### config.mk
export PLATFORM = sky130hd
export DESIGN_NAME = fifo_with_keyed_removal_unit
export DESIGN_NICKNAME = d
export VERILOG_FILES = /design/src/design/fwkr_pkg.sv /design/src/design/fwkr_ram.sv /design/src/design/fifo_with_keyed_removal_unit.sv
export VERILOG_INCLUDE_DIRS = /design/src /design/src/design
export SDC_FILE = /design/constraint.sdc
export NUM_CORES = 1
export LEC_CHECK = 0
export ABC_AREA = 1
export CAP_MARGIN = 25
export CORE_UTILIZATION = 68
export DETAILED_ROUTE_END_ITERATION = 8
export DONT_BUFFER_PORTS = 1
export PLACE_DENSITY_LB_ADDON = 0.25
export SYNTH_ARGS = -nofsm -noshare
export SYNTH_HDL_FRONTEND = slang
export SYNTH_SLANG_ARGS = --single-unit
### constraint.sdc
create_clock -name clk -period 5.7 [get_ports clk]
set_input_delay 1.14 -clock clk [delete_from_list [all_inputs] [get_ports clk]]
set_output_delay 1.14 -clock clk [all_outputs]
set_load 0.005 [all_outputs]
### src/design/fifo_with_keyed_removal_unit_assert.svh
// ----------------------------------------------------------------------------
// fifo_with_keyed_removal_unit_assert.svh
// Assertion macros for the keyed-removal FIFO. They compile to nothing in
// synthesis.
// ----------------------------------------------------------------------------
`ifndef FIFO_WITH_KEYED_REMOVAL_UNIT_ASSERT_SVH
`define FIFO_WITH_KEYED_REMOVAL_UNIT_ASSERT_SVH

`ifndef SYNTHESIS

// same-cycle implication
`define FWKR_ASSERT_IMPL(lbl, ante, cons, msg) \
	lbl: assert property (@(posedge clk) disable iff (!arst_n) (ante) |-> (cons)) \
		else $error(msg);

// next-cycle implication
`define FWKR_ASSERT_NEXT(lbl, ante, cons, msg) \
	lbl: assert property (@(posedge clk) disable iff (!arst_n) (ante) |=> (cons)) \
		else $error(msg);

`else

`define FWKR_ASSERT_IMPL(lbl, ante, cons, msg)
`define FWKR_ASSERT_NEXT(lbl, ante, cons, msg)

`endif

`endif

### src/design/fwkr_pkg.sv
// ----------------------------------------------------------------------------
// fwkr_pkg
// Types, request codes and status codes of the keyed-removal FIFO.
// ----------------------------------------------------------------------------
package fwkr_pkg;

	localparam int DEPTH_DEF    = 16;
	localparam int ID_WIDTH_DEF = 16;

	typedef logic [2:0] func_t;
	typedef logic [1:0] status_t;

	localparam func_t FN_PUSH   = 3'd0;
	localparam func_t FN_POP    = 3'd1;
	localparam func_t FN_REMOVE = 3'd2;
	localparam func_t FN_QUERY  = 3'd3;
	localparam func_t FN_CLEAR  = 3'd4;

	localparam status_t STS_OK   = 2'd0;
	localparam status_t STS_MISS = 2'd1;
	localparam status_t STS_FULL = 2'd2;

endpackage

### src/design/fwkr_ram.sv
// ----------------------------------------------------------------------------
// fwkr_ram
// Generic simple dual-port RAM: one write port, one read port, registered read.
// ----------------------------------------------------------------------------
module fwkr_ram #(
	parameter int WIDTH = 16,
	parameter int DEPTH = 16,
	localparam int AW = $clog2(DEPTH)
) (
	input  logic             clk,
	input  logic             we,
	input  logic [AW-1:0]    waddr,
	input  logic [WIDTH-1:0] wdata,
	input  logic [AW-1:0]    raddr,
	output logic [WIDTH-1:0] rdata
);

	logic [WIDTH-1:0] mem [DEPTH];

	always_ff @(posedge clk) begin
		if (we) begin
			mem[waddr] <= wdata;
		end
		rdata <= mem[raddr];
	end

endmodule

### src/design/fifo_with_keyed_removal_unit.sv
// ----------------------------------------------------------------------------
// fifo_with_keyed_removal_unit
// Bounded FIFO of identifiers with pop, push, remove-newest-by-key, query
// and clear; one status transfer per request.
// ----------------------------------------------------------------------------
// Entries sit in one DEPTH-deep RAM used as a ring (head pointer plus count).
// Query and remove search from the newest entry back, one RAM read per cycle;
// a remove then closes the gap by moving each newer entry down one slot, one
// per cycle. The single read port of the entry RAM sets this pace.
// A new request is taken once the previous one is finished, while its result
// may still wait in the output register.
// ----------------------------------------------------------------------------
`include "fifo_with_keyed_removal_unit_assert.svh"

module fifo_with_keyed_removal_unit #(
	parameter int DEPTH    = fwkr_pkg::DEPTH_DEF,
	parameter int ID_WIDTH = fwkr_pkg::ID_WIDTH_DEF,
	localparam int CNT_W = $clog2(DEPTH + 1),
	localparam int IN_W  = ((ID_WIDTH + 7) / 8) * 8,
	localparam int OUT_W = ((ID_WIDTH + 1 + CNT_W + 7) / 8) * 8
) (
	input  logic              clk,
	input  logic              arst_n,
	input  logic              s_tvalid,
	output logic              s_tready,
	input  logic [IN_W-1:0]   s_tdata,   // key_id
	input  fwkr_pkg::func_t   s_tuser,   // func
	output logic              m_tvalid,
	input  logic              m_tready,
	output logic [OUT_W-1:0]  m_tdata,   // out_id, now_empty, fill_count
	output fwkr_pkg::status_t m_tuser    // status
);

	localparam int PTR_W = $clog2(DEPTH);
	localparam logic [CNT_W-1:0] FULL_CNT = CNT_W'(DEPTH);

	localparam logic [2:0] S_IDLE  = 3'd0;
	localparam logic [2:0] S_EXEC  = 3'd1;
	localparam logic [2:0] S_POP   = 3'd2;
	localparam logic [2:0] S_SCAN  = 3'd3;
	localparam logic [2:0] S_SHIFT = 3'd4;
	localparam logic [2:0] S_DONE  = 3'd5;

	// logical slot (0 = oldest) to RAM address
	function automatic logic [PTR_W-1:0] phys(input logic [PTR_W-1:0] base,
			input logic [PTR_W-1:0] ofs);
		logic [PTR_W:0] sum;
		sum = {1'b0, base} + {1'b0, ofs};
		if (sum >= (PTR_W + 1)'(DEPTH)) begin
			sum = sum - (PTR_W + 1)'(DEPTH);
		end
		return sum[PTR_W-1:0];
	endfunction

	logic [2:0]          state_q;
	fwkr_pkg::func_t     func_q;
	logic [ID_WIDTH-1:0] key_q;
	logic [PTR_W-1:0]    head_q;
	logic [CNT_W-1:0]    count_q;
	logic [PTR_W-1:0]    idx_q;
	logic [PTR_W-1:0]    cmp_idx_s1;
	fwkr_pkg::status_t   res_status_q;
	logic [ID_WIDTH-1:0] res_id_q;

	logic                out_vld_q;
	fwkr_pkg::status_t   out_status_q;
	logic [ID_WIDTH-1:0] out_id_q;
	logic [CNT_W-1:0]    out_cnt_q;

	logic [CNT_W-1:0]    cnt_m1;
	logic [PTR_W-1:0]    last_log;
	logic [PTR_W-1:0]    rd_log;
	logic [PTR_W-1:0]    wr_log;
	logic                ram_we;
	logic [ID_WIDTH-1:0] ram_wdata;
	logic [ID_WIDTH-1:0] ram_rdata;
	logic                hit;
	logic                out_load;

	assign cnt_m1   = count_q - CNT_W'(1);
	assign last_log = cnt_m1[PTR_W-1:0];
	assign hit      = (ram_rdata == key_q);
	assign out_load = (state_q == S_DONE) && (!out_vld_q || m_tready);

	assign s_tready = (state_q == S_IDLE);
	assign m_tvalid = out_vld_q;
	assign m_tuser  = out_status_q;
	assign m_tdata  = OUT_W'({out_cnt_q, (out_cnt_q == '0), out_id_q});

	always_comb begin
		rd_log    = idx_q;
		wr_log    = count_q[PTR_W-1:0];
		ram_we    = 1'b0;
		ram_wdata = key_q;
		unique case (state_q)
			S_EXEC: begin
				if (func_q == fwkr_pkg::FN_POP) begin
					rd_log = '0;
				end else begin
					rd_log = last_log;
				end
				if (func_q == fwkr_pkg::FN_PUSH && count_q != FULL_CNT) begin
					ram_we = 1'b1;
				end
			end
			S_SCAN: begin
				rd_log = hit ? (cmp_idx_s1 + PTR_W'(1)) : idx_q;
			end
			S_SHIFT: begin
				rd_log    = idx_q + PTR_W'(2);
				wr_log    = idx_q;
				ram_we    = 1'b1;
				ram_wdata = ram_rdata;
			end
			default: begin
			end
		endcase
	end

	fwkr_ram #(
		.WIDTH(ID_WIDTH),
		.DEPTH(DEPTH)
	) u_entry_ram (
		.clk  (clk),
		.we   (ram_we),
		.waddr(phys(head_q, wr_log)),
		.wdata(ram_wdata),
		.raddr(phys(head_q, rd_log)),
		.rdata(ram_rdata)
	);

	always_ff @(posedge clk or negedge arst_n) begin
		if (!arst_n) begin
			state_q   <= S_IDLE;
			head_q    <= '0;
			count_q   <= '0;
			out_vld_q <= 1'b0;
		end else begin
			unique case (state_q)
				S_IDLE: begin
					if (s_tvalid) begin
						state_q <= S_EXEC;
					end
				end
				S_EXEC: begin
					state_q <= S_DONE;
					case (func_q)
						fwkr_pkg::FN_PUSH: begin
							if (count_q != FULL_CNT) begin
								count_q <= count_q + CNT_W'(1);
							end
						end
						fwkr_pkg::FN_POP: begin
							if (count_q != '0) begin
								state_q <= S_POP;
							end
						end
						fwkr_pkg::FN_REMOVE, fwkr_pkg::FN_QUERY: begin
							if (count_q != '0) begin
								state_q <= S_SCAN;
							end
						end
						fwkr_pkg::FN_CLEAR: begin
							count_q <= '0;
						end
						default: begin
						end
					endcase
				end
				S_POP: begin
					head_q  <= phys(head_q, PTR_W'(1));
					count_q <= cnt_m1;
					state_q <= S_DONE;
				end
				S_SCAN: begin
					if (hit) begin
						if (func_q == fwkr_pkg::FN_QUERY) begin
							state_q <= S_DONE;
						end else if (cmp_idx_s1 == last_log) begin
							count_q <= cnt_m1;
							state_q <= S_DONE;
						end else begin
							state_q <= S_SHIFT;
						end
					end else if (cmp_idx_s1 == '0) begin
						state_q <= S_DONE;
					end
				end
				S_SHIFT: begin
					if ((idx_q + PTR_W'(1)) == last_log) begin
						count_q <= cnt_m1;
						state_q <= S_DONE;
					end
				end
				S_DONE: begin
					if (out_load) begin
						state_q <= S_IDLE;
					end
				end
				default: begin
					state_q <= S_IDLE;
				end
			endcase

			if (out_load) begin
				out_vld_q <= 1'b1;
			end else if (m_tready) begin
				out_vld_q <= 1'b0;
			end
		end
	end

	// datapath, no reset
	always_ff @(posedge clk) begin
		case (state_q)
			S_IDLE: begin
				func_q <= s_tuser;
				key_q  <= s_tdata[ID_WIDTH-1:0];
			end
			S_EXEC: begin
				res_id_q   <= '0;
				cmp_idx_s1 <= last_log;
				idx_q      <= last_log - PTR_W'(1);
				case (func_q)
					fwkr_pkg::FN_PUSH: begin
						res_status_q <= (count_q == FULL_CNT) ? fwkr_pkg::STS_FULL
							: fwkr_pkg::STS_OK;
					end
					fwkr_pkg::FN_POP, fwkr_pkg::FN_REMOVE, fwkr_pkg::FN_QUERY: begin
						res_status_q <= (count_q == '0) ? fwkr_pkg::STS_MISS
							: fwkr_pkg::STS_OK;
					end
					default: begin
						res_status_q <= fwkr_pkg::STS_OK;
					end
				endcase
			end
			S_POP: begin
				res_id_q <= ram_rdata;
			end
			S_SCAN: begin
				if (hit) begin
					idx_q <= cmp_idx_s1;
				end else if (cmp_idx_s1 == '0) begin
					res_status_q <= fwkr_pkg::STS_MISS;
				end else begin
					cmp_idx_s1 <= idx_q;
					idx_q      <= idx_q - PTR_W'(1);
				end
			end
			S_SHIFT: begin
				idx_q <= idx_q + PTR_W'(1);
			end
			S_DONE: begin
				if (out_load) begin
					out_status_q <= res_status_q;
					out_id_q     <= res_id_q;
					out_cnt_q    <= count_q;
				end
			end
			default: begin
			end
		endcase
	end

	`FWKR_ASSERT_IMPL(a_count_range, 1'b1, count_q <= FULL_CNT,
		"fill count above depth")
	`FWKR_ASSERT_IMPL(a_scan_nonempty, state_q == S_SCAN || state_q == S_SHIFT,
		count_q != '0, "search on empty queue")
	`FWKR_ASSERT_NEXT(a_pop_dec, state_q == S_POP,
		count_q == $past(count_q) - CNT_W'(1), "pop did not shrink queue")
	`FWKR_ASSERT_NEXT(a_push_inc,
		state_q == S_EXEC && func_q == fwkr_pkg::FN_PUSH && count_q != FULL_CNT,
		count_q == $past(count_q) + CNT_W'(1), "push did not grow queue")

endmodule
==> results of run 1 <==
## worst register-to-register path, delay by kind of cell, from the launching register on
kind | cells | cell delay, ps
buf+inv | 5 | 1510
compound gates | 3 | 540
fa+ha+maj | 2 | 520
xor+xnor | 1 | 190
simple gates | 5 | 1120
flops | 1 | 470
## state kept, by name (all words and copies together) (netlist names)
signal and cells:
out_cnt_q 5, head_q 4, count_q 5, res_id_q 16
res_status_q 2, u_entry_ram.mem 256, m_tvalid 1, idx_q 4
func_q 3, cmp_idx_s1 4, state_q 3, u_entry_ram.rdata 16
out_id_q 16, m_tuser 2, key_q 16
## final cells by class
type / count / area [um^2] / share of cell area, %
tap: 280 / 350 / 2.09
multi-input combinational: 759 / 4250 / 25.3
sequential: 353 / 10400 / 61.8
clock inverter: 15 / 100 / 0.596
inverter: 83 / 315 / 1.88
clock buffer: 51 / 1020 / 6.07
timing repair buffer: 42 / 385 / 2.29
## path summary, 6_finish.rpt
kind / depth (start not counted) / to
setup / recovery: 16 / u_entry_ram.rdata[8]
hold / removal: 0 / m_tvalid
setup reg to reg: 16 / u_entry_ram.rdata[8]
hold reg to reg: 0 / out_id_q[1]
max in group asynchronous: 0 / head_q[3]
min in group clk: 0 / out_id_q[1]
## through the flow
stage               instances  setup slack [ps]
floorplan                1257              2150
global placement         1511              1380
detailed placement       1513              1330
CTS                      1579              1290
global route             1583              1010
finish                   1583              1210
## layout by cell type (no fill, tap or decap), types with 6 or more instances in the layout
cell type,n
a221oi_1,64
nand3_2,9
inv_2,14
inv_1,65
o21ai_0,35
xor2_1,13
dfxtp_1,16
buf_4,36
clkinv_1,11
a21oi_1,139
ha_1,16
nor2_1,58
nor3_1,6
dfrtp_1,13
edfxtp_1,324
clkbuf_16,38
nand2_4,8
or2_2,32
xnor2_1,7
clkbuf_1,11
nor2_2,9
nand3_1,39
nand2_1,279
## routing by layer
layer / part of all wire (%) / global-route usage (%)
met5: 0.025 / 0
met4: 3.9 / 14.0
met3: 11 / 6.30
met2: 49 / 53.9
met1: 36 / 43.2
## kinds of logic after synthesis
| group | count (synthesis) | share of synthesized area (%) |
|---|---|---|
| flip-flops | 353 | 68.4 |
| adder cells (fa/ha/maj) | 19 | 1.67 |
| AND/OR/NAND/NOR | 458 | 14.1 |
| other | 1 | 0.0247 |
| buffers and inverters | 145 | 3.94 |
| AO/OA/AOI/OAI | 258 | 10.5 |
| XOR/XNOR | 22 | 1.39 |
==> qor.txt, run 1 <==
# rows = 54
Post-layout nets = 1,317
initial core utilization = 69.5%
clk sinks = 353
IO Pins = 51
Max Clock Freq = 0.223 GHz
# diodes = 0
Detail Route Antenna Nets = 0
sequential area share after synthesis = 68.4%
endpoints failing setup = 0
max_cap viols = 0
worst stage delay on the critical path = 770 ps
Worst Setup End Kind = register
# Post-CTS Setup Buffers = 0
Total GRT Usage = 32.9%
post_cts resized = 0
Routability Congestion = 0.892
Die ar. = 22,900 um^2
Yosys warning total = 0
vias per cell = 6.43
TritonCTS clock tree = yes
crit path launch = state_q[1]
# fillers = 1,285
most frequent cell after synthesis = edfxtp_1
DRC violations left = 0
period utilization = 78.7%
RSZ-0062 raised after global routing = false
pin count of the biggest net entering global routing = 98
WP buf/inv = 5
EDFF count, synth = 324
Core ar. = 21,800 um^2
Area after DPL = 15,600 um^2
first-pass GRT wire length = 54,700 um
hold_ws = 305 ps
Fin. Hold Viols = 0
Most used DFF post-synth = edfxtp_1
Buffers on Ports = 0
clock-pin transition on the worst setup and hold timing paths = 60 ps
Slowest-stage cell, CP = inv_1
CP delay by family, top = buffers and inverters
hold_buf cts = 0
Syn Inst Count = 1,256
Netlist cell types = 50
top post-synthesis cells by area = edfxtp_1, nand2_1, a21oi_1, a221oi_1, dfrtp_1
Max-slew headroom = 26.0%
Fin Clk Skew = 11.4 ps
vias in the first global route = 9,761
DIE HEIGHT = 151 um
worst reg2reg setup slack = 1210 ps
Least-Margin Pin Slew = 1110 ps
outcome = finished, final reports clean
most instantiated cells after synthesis = edfxtp_1, nand2_1, a21oi_1, inv_1, nor2_1
H-tree level count = 2
Async S/R FF share, synth = 3.68%
Setup TNS = 0 ps
area of the mapped netlist = 15,200 um^2
Data required, critical path = 6080 ps
crit path max fanout = 44
initial antenna violation count = 1
total grt overflow = 0
design area = 16,800 um^2
Clock Latency Late Sink = 530 ps
worst-path cell chain = nor2_2 > inv_2 > nor2_8 > inv_2 > o221ai_1 > o22a_1 > ha_4 > inv_1 > fa_2 > xor2_4 > inv_1 > buf_4 > a221oi_1 > or2_2 > nand3_1 > nand2_1
Mapped Avg Cell Area = 12.1 um^2
area leader, netlist = edfxtp_1
Worst Setup Start Kind = register
clk buf depth = 3
Vias = 10,200
drt wl/cell = 22.9 um
worst flop-to-flop path startpoint = state_q[1]
final core utilization = 77.0%
CTS buffer count = 36
Hold Crit Class = input pin to asynchronous set/reset pin
total wire length = 36,300 um
crit path DAT = 4870 ps
layout cell share with drive strength beyond 1 = 14.0%
Setup CP Type = register to register
Slew Limit Fails = 0
drt first pass iters = 6
Yosys reg bits = 353
synth-to-layout area growth = 10.7%
post-DP HPWL = 21,600 um
die width = 151 um
share of the synthesized area in the top cell type = 64.2%
fin crit period = 4490 ps
Root Buffer = clkbuf_16
Iter 0 DRT Violations = 1,256
Power of run 1 is left out: the tool's default activity adds up to more than one toggle a clock period on the data nets, which glitch-free logic cannot reach.
==> inputs of run 2 (changes only) <==
ABC_AREA = 0   (was 1)
CORE_UTILIZATION = 63   (was 68)
clock period = 4.3 ns   (was 5.7 ns; I/O delays follow)
==> qor.txt, run 2 <==
outcome = finished, final reports clean
worst reg2reg setup slack = 220 ps
Yosys warning total = 0
Core ar. = 22,800 um^2
Iter 0 DRT Violations = 973
Least-Margin Pin Slew = 640 ps
clock-pin transition on the worst setup and hold timing paths = 60 ps
R2R depth = 12
Vias = 7,830
most instantiated cells after synthesis = edfxtp_1, nand2_1, mux4_2, mux2i_1, nor2_1
crit path DAT = 4440 ps
vias in the first global route = 7,833
Hold Crit Class = input pin to asynchronous set/reset pin
Fin. Hold Viols = 0
IO Pins = 51
Async S/R FF share, synth = 3.68%
Netlist cell types = 68
Die ar. = 24,000 um^2
Syn Inst Count = 859
sequential area share after synthesis = 70.5%
max_cap viols = 0
drt first pass iters = 5
Data required, critical path = 4660 ps
EDFF count, synth = 324
pin count of the biggest net entering global routing = 65
fin crit period = 4080 ps
period utilization = 94.9%
r2r endpoint = u_entry_ram.rdata[1]
Yosys reg bits = 353
Worst Setup End Kind = register
synth-to-layout area growth = 11.7%
area leader, netlist = edfxtp_1
Max Clock Freq = 0.245 GHz
CTS buffer count = 35
most flop-heavy register = u_entry_ram.mem
Fin Clk Skew = 16.1 ps
hold_buf cts = 0
clk sinks = 353
most common cell after layout, fill and taps aside = edfxtp_1
initial core utilization = 64.6%
most frequent cells in the layout = edfxtp_1, nand2_1, mux4_2
TritonCTS clock tree = yes
Max-slew headroom = 57.3%
most frequent cell after synthesis = edfxtp_1
crit path max fanout = 64
Routability Congestion = 0.918
Most used DFF post-synth = edfxtp_1
Worst Setup Start Kind = register
first-pass GRT wire length = 47,500 um
Detail Route Antenna Nets = 0
die width = 155 um
post-DP HPWL = 20,200 um
Root Buffer = clkbuf_16
area of the mapped netlist = 14,700 um^2
RSZ-0062 raised after global routing = false
Setup TNS = 0 ps
H-tree level count = 2
top post-synthesis cells by area = edfxtp_1, mux4_2, mux2i_1, dfrtp_1, dfxtp_1
Post-layout nets = 943
Clock Latency Late Sink = 510 ps
DIE HEIGHT = 155 um
max FFs per register = 256
Mapped Avg Cell Area = 17.1 um^2
Setup CP Type = register to register
total grt overflow = 0
drt wl/cell = 25.4 um
Total GRT Usage = 27.3%
endpoints failing setup = 0
DRC violations left = 0
clk buf depth = 3
layout cell share with drive strength beyond 1 = 17.7%
worst flop-to-flop path startpoint = state_q[0]
Slew Limit Fails = 0
# rows = 55
share of the synthesized area in the top cell type = 66.2%
total wire length = 31,400 um
vias per cell = 6.32
initial antenna violation count = 1
Buffers on Ports = 0
-- run 2: through the flow --
| step | cell area (um^2) | worst slack [ps] | hold slack [ps] | cells | util [%] |
|---|---|---|---|---|---|
| after detailed placement | 15300 | 231 | 405 | 1174 | 67.4 |
| after floorplan | 14700 | 443 | 400 | 860 | - |
| after global routing | 16400 | 108 | 28.4 | 1237 | 72.1 |
| final | 16400 | 219 | 50.7 | 1238 | 72.1 |
| after global placement | 15300 | 337 | 401 | 1173 | 67.3 |
| after CTS | 16400 | 198 | 37.4 | 1234 | 71.9 |
-- run 2: kinds of logic after synthesis --
logic type	Yosys count	synth area share, %
AOI/OAI and AO/OA	72	3.37
xor gates and xnor gates	42	2.65
adders and majority gates	19	1.72
buffers and inverters	60	1.64
DFF	353	70.5
muxes	120	13.7
other	1	0.0255
and+or+nand+nor	192	6.35
-- run 2: critical path: stages, from the launching register on --
cell and delay, ps:
dfrtp_1 660, or3b_1 540, nor2_1 240, a221oi_1 140
a21oi_1 190, o21a_1 160, ha_4 140, inv_1 50
fa_2 560, buf_12 340, mux4_2 390, mux2i_1 380
mux2i_1 130
-- run 2: cell type report --
cell class / count / area [um^2]
Clock inverter: 12 / 104
Multi-Input combinational cell: 447 / 4140
Fill cell: 1374 / 6350
Sequential cell: 353 / 10400
Timing Repair Buffer: 45 / 409
Inverter: 19 / 71.3
Tap cell: 313 / 392
Antenna cell: 1 / 2.50
Clock buffer: 48 / 935
-- run 2: per-layer routing --
layer | track usage [%] | share of wire [%]
met1 | 38.7 | 40
met2 | 44.5 | 49
met3 | 4.62 | 8.8
met4 | 7.40 | 2.0
met5 | 0 | 0
-- run 2: worst max-delay path by stage --
stage	cells after the start	start	slack (ps)	endpoint
3_3_place_gp	12	state_q[0]	340	u_entry_ram.rdata[1]
3_5_place_dp	12	key_q[12]	230	u_entry_ram.rdata[10]
4_1_cts	12	key_q[15]	200	u_entry_ram.rdata[10]
5_1_grt	12	state_q[0]	110	u_entry_ram.rdata[10]
2_1_floorplan	12	state_q[2]	440	u_entry_ram.rdata[3]
6_report	12	state_q[0]	220	u_entry_ram.rdata[1]
-- run 2: what timing repair did --
action | in CTS | in global routing
resized for setup | 0 | 0
endpoints found under the setup margin | 0 | 1
setup buffers | 0 | 1
Power of run 2 is left out for the same reason.
==> inputs of run 3 (changes only) <==
GPL_TIMING_DRIVEN = 0   (was not set)
==> qor.txt, run 3 (synthesized netlist as in run 2, its figures left out) <==
period utilization = 98.4%
fin crit period = 4230 ps
H-tree level count = 2
die width = 155 um
Detail Route Antenna Nets = 0
layout cell share with drive strength beyond 1 = 20.7%
endpoints failing setup = 0
RSZ-0062 raised after global routing = true
clk sinks = 353
crit path max fanout = 11
Worst Setup End Kind = register
# diodes = 0
max FFs per register = 256
Max-slew headroom = 38.5%
crit path DAT = 4450 ps
R2R depth = 13
Data required, critical path = 4520 ps
multi-input combinational cell area = 4180 um^2
initial core utilization = 64.6%
synth-to-layout area growth = 14.1%
post-DP HPWL = 21,900 um
hold_buf cts = 0
Setup CP Type = register to register
Fin. Hold Viols = 0
Max Clock Freq = 0.236 GHz
# rows = 55
vias per cell = 6.47
total grt overflow = 0
Slew Limit Fails = 0
Total GRT Usage = 28.6%
post-place setup slack = -964 ps
clock-pin transition on the worst setup and hold timing paths = 60 ps
Area after DPL = 15,400 um^2
initial antenna violation count = 1
vias in the first global route = 8,051
Worst Setup Start Kind = register
hold_ws = 28.7 ps
DIE HEIGHT = 155 um
clk buf depth = 3
pin count of the biggest net entering global routing = 20
Root Buffer = clkbuf_16
Die ar. = 24,000 um^2
drt wl/cell = 26.3 um
worst reg2reg setup slack = 70 ps
total wire length = 33,300 um
Core ar. = 22,800 um^2
drt first pass iters = 5
CTS buffer count = 36
Hold Crit Class = input pin to asynchronous set/reset pin
first-pass GRT wire length = 49,000 um
Clock Latency Late Sink = 520 ps
max_cap viols = 0
most flop-heavy register = u_entry_ram.mem
DRC violations left = 0
Least-Margin Pin Slew = 918 ps
FF/Latch Area = 10,400 um^2
TritonCTS clock tree = yes
Iter 0 DRT Violations = 858
final worst slack = 70.2 ps
outcome = finished, final reports clean
Routability Congestion = 0.915
most frequent cells in the layout = edfxtp_1, nand2_1, mux4_2
most common cell after layout, fill and taps aside = edfxtp_1
Vias = 8,177
Fin Clk Skew = 19.0 ps
design area = 16,800 um^2
Post-layout nets = 968
Buffers on Ports = 0
IO Pins = 51
# fillers = 1,297
[run 3: cell types whose count changed in the layout (fill, tap and decap cells not counted), sizes merged]
| cell | delta |
|---|---|
| buf | -3 |
| bufinv | +3 |
| clkbuf | +25 |
| clkinv | +3 |
| diode | -1 |
| inv | -1 |
[run 3: cell type report]
type	instances	area share, %
Buffer	37	1.17
Clock buffer	46	5.85
Clock inverter	17	1.27
Inverter	19	0.425
Multi-Input combinational cell	447	24.9
Sequential cell	353	61.8
Tap cell	313	2.33
Timing Repair Buffer	32	2.19
[run 3: worst paths after layout]
| path | endpoint | startpoint |
|---|---|---|
| hold reg to reg | out_id_q[15] | res_id_q[15] |
| hold / removal | head_q[3] | arst_n |
| min in group clk | out_id_q[15] | res_id_q[15] |
| max in group asynchronous | state_q[0] | arst_n |
| setup reg to reg | u_entry_ram.mem[14][12] | state_q[2] |
| setup / recovery | u_entry_ram.mem[14][12] | state_q[2] |
[run 3: what timing repair did]
action | in CTS | in global routing
setup buffers | 3 | 9
pin swaps | 0 | 2
resized for setup | 37 | 13
setup endpoints to repair | 60 | 60
[run 3: worst max-delay path, cell delays in order, from the launching register on]
cell and delay, ps:
dfrtp_1 400, buf_1 410, nor3b_4 320, buf_4 180, clkbuf_1 390, a21o_1 240
ha_1 250, a21o_1 190, a21oi_1 170, xnor2_1 200, xnor2_1 210, nand2_1 210
nor2_2 520, buf_8 240
[run 3: metal layers]
| layer | part of all wire (%) | up-vias | track usage, % |
|---|---|---|---|
| li1 | - | 3462 | - |
| met1 | 39 | 4098 | 38.8 |
| met2 | 48 | 521 | 46.1 |
| met3 | 9.3 | 96 | 5.16 |
| met4 | 4.0 | 0 | 12.9 |
| met5 | 0 | - | 0 |
[run 3: stage by stage]
| stage | utilization, % | instances | TNS (ps) |
|---|---|---|---|
| after floorplan | - | 860 | 0 |
| after global placement | 66.3 | 1173 | -157970 |
| after detailed placement | 67.7 | 1193 | -16150 |
| after CTS | 73.3 | 1255 | 0 |
| after global routing | 73.7 | 1264 | -1530 |
| final | 73.7 | 1264 | 0 |
Power of run 3 is left out for the same reason.
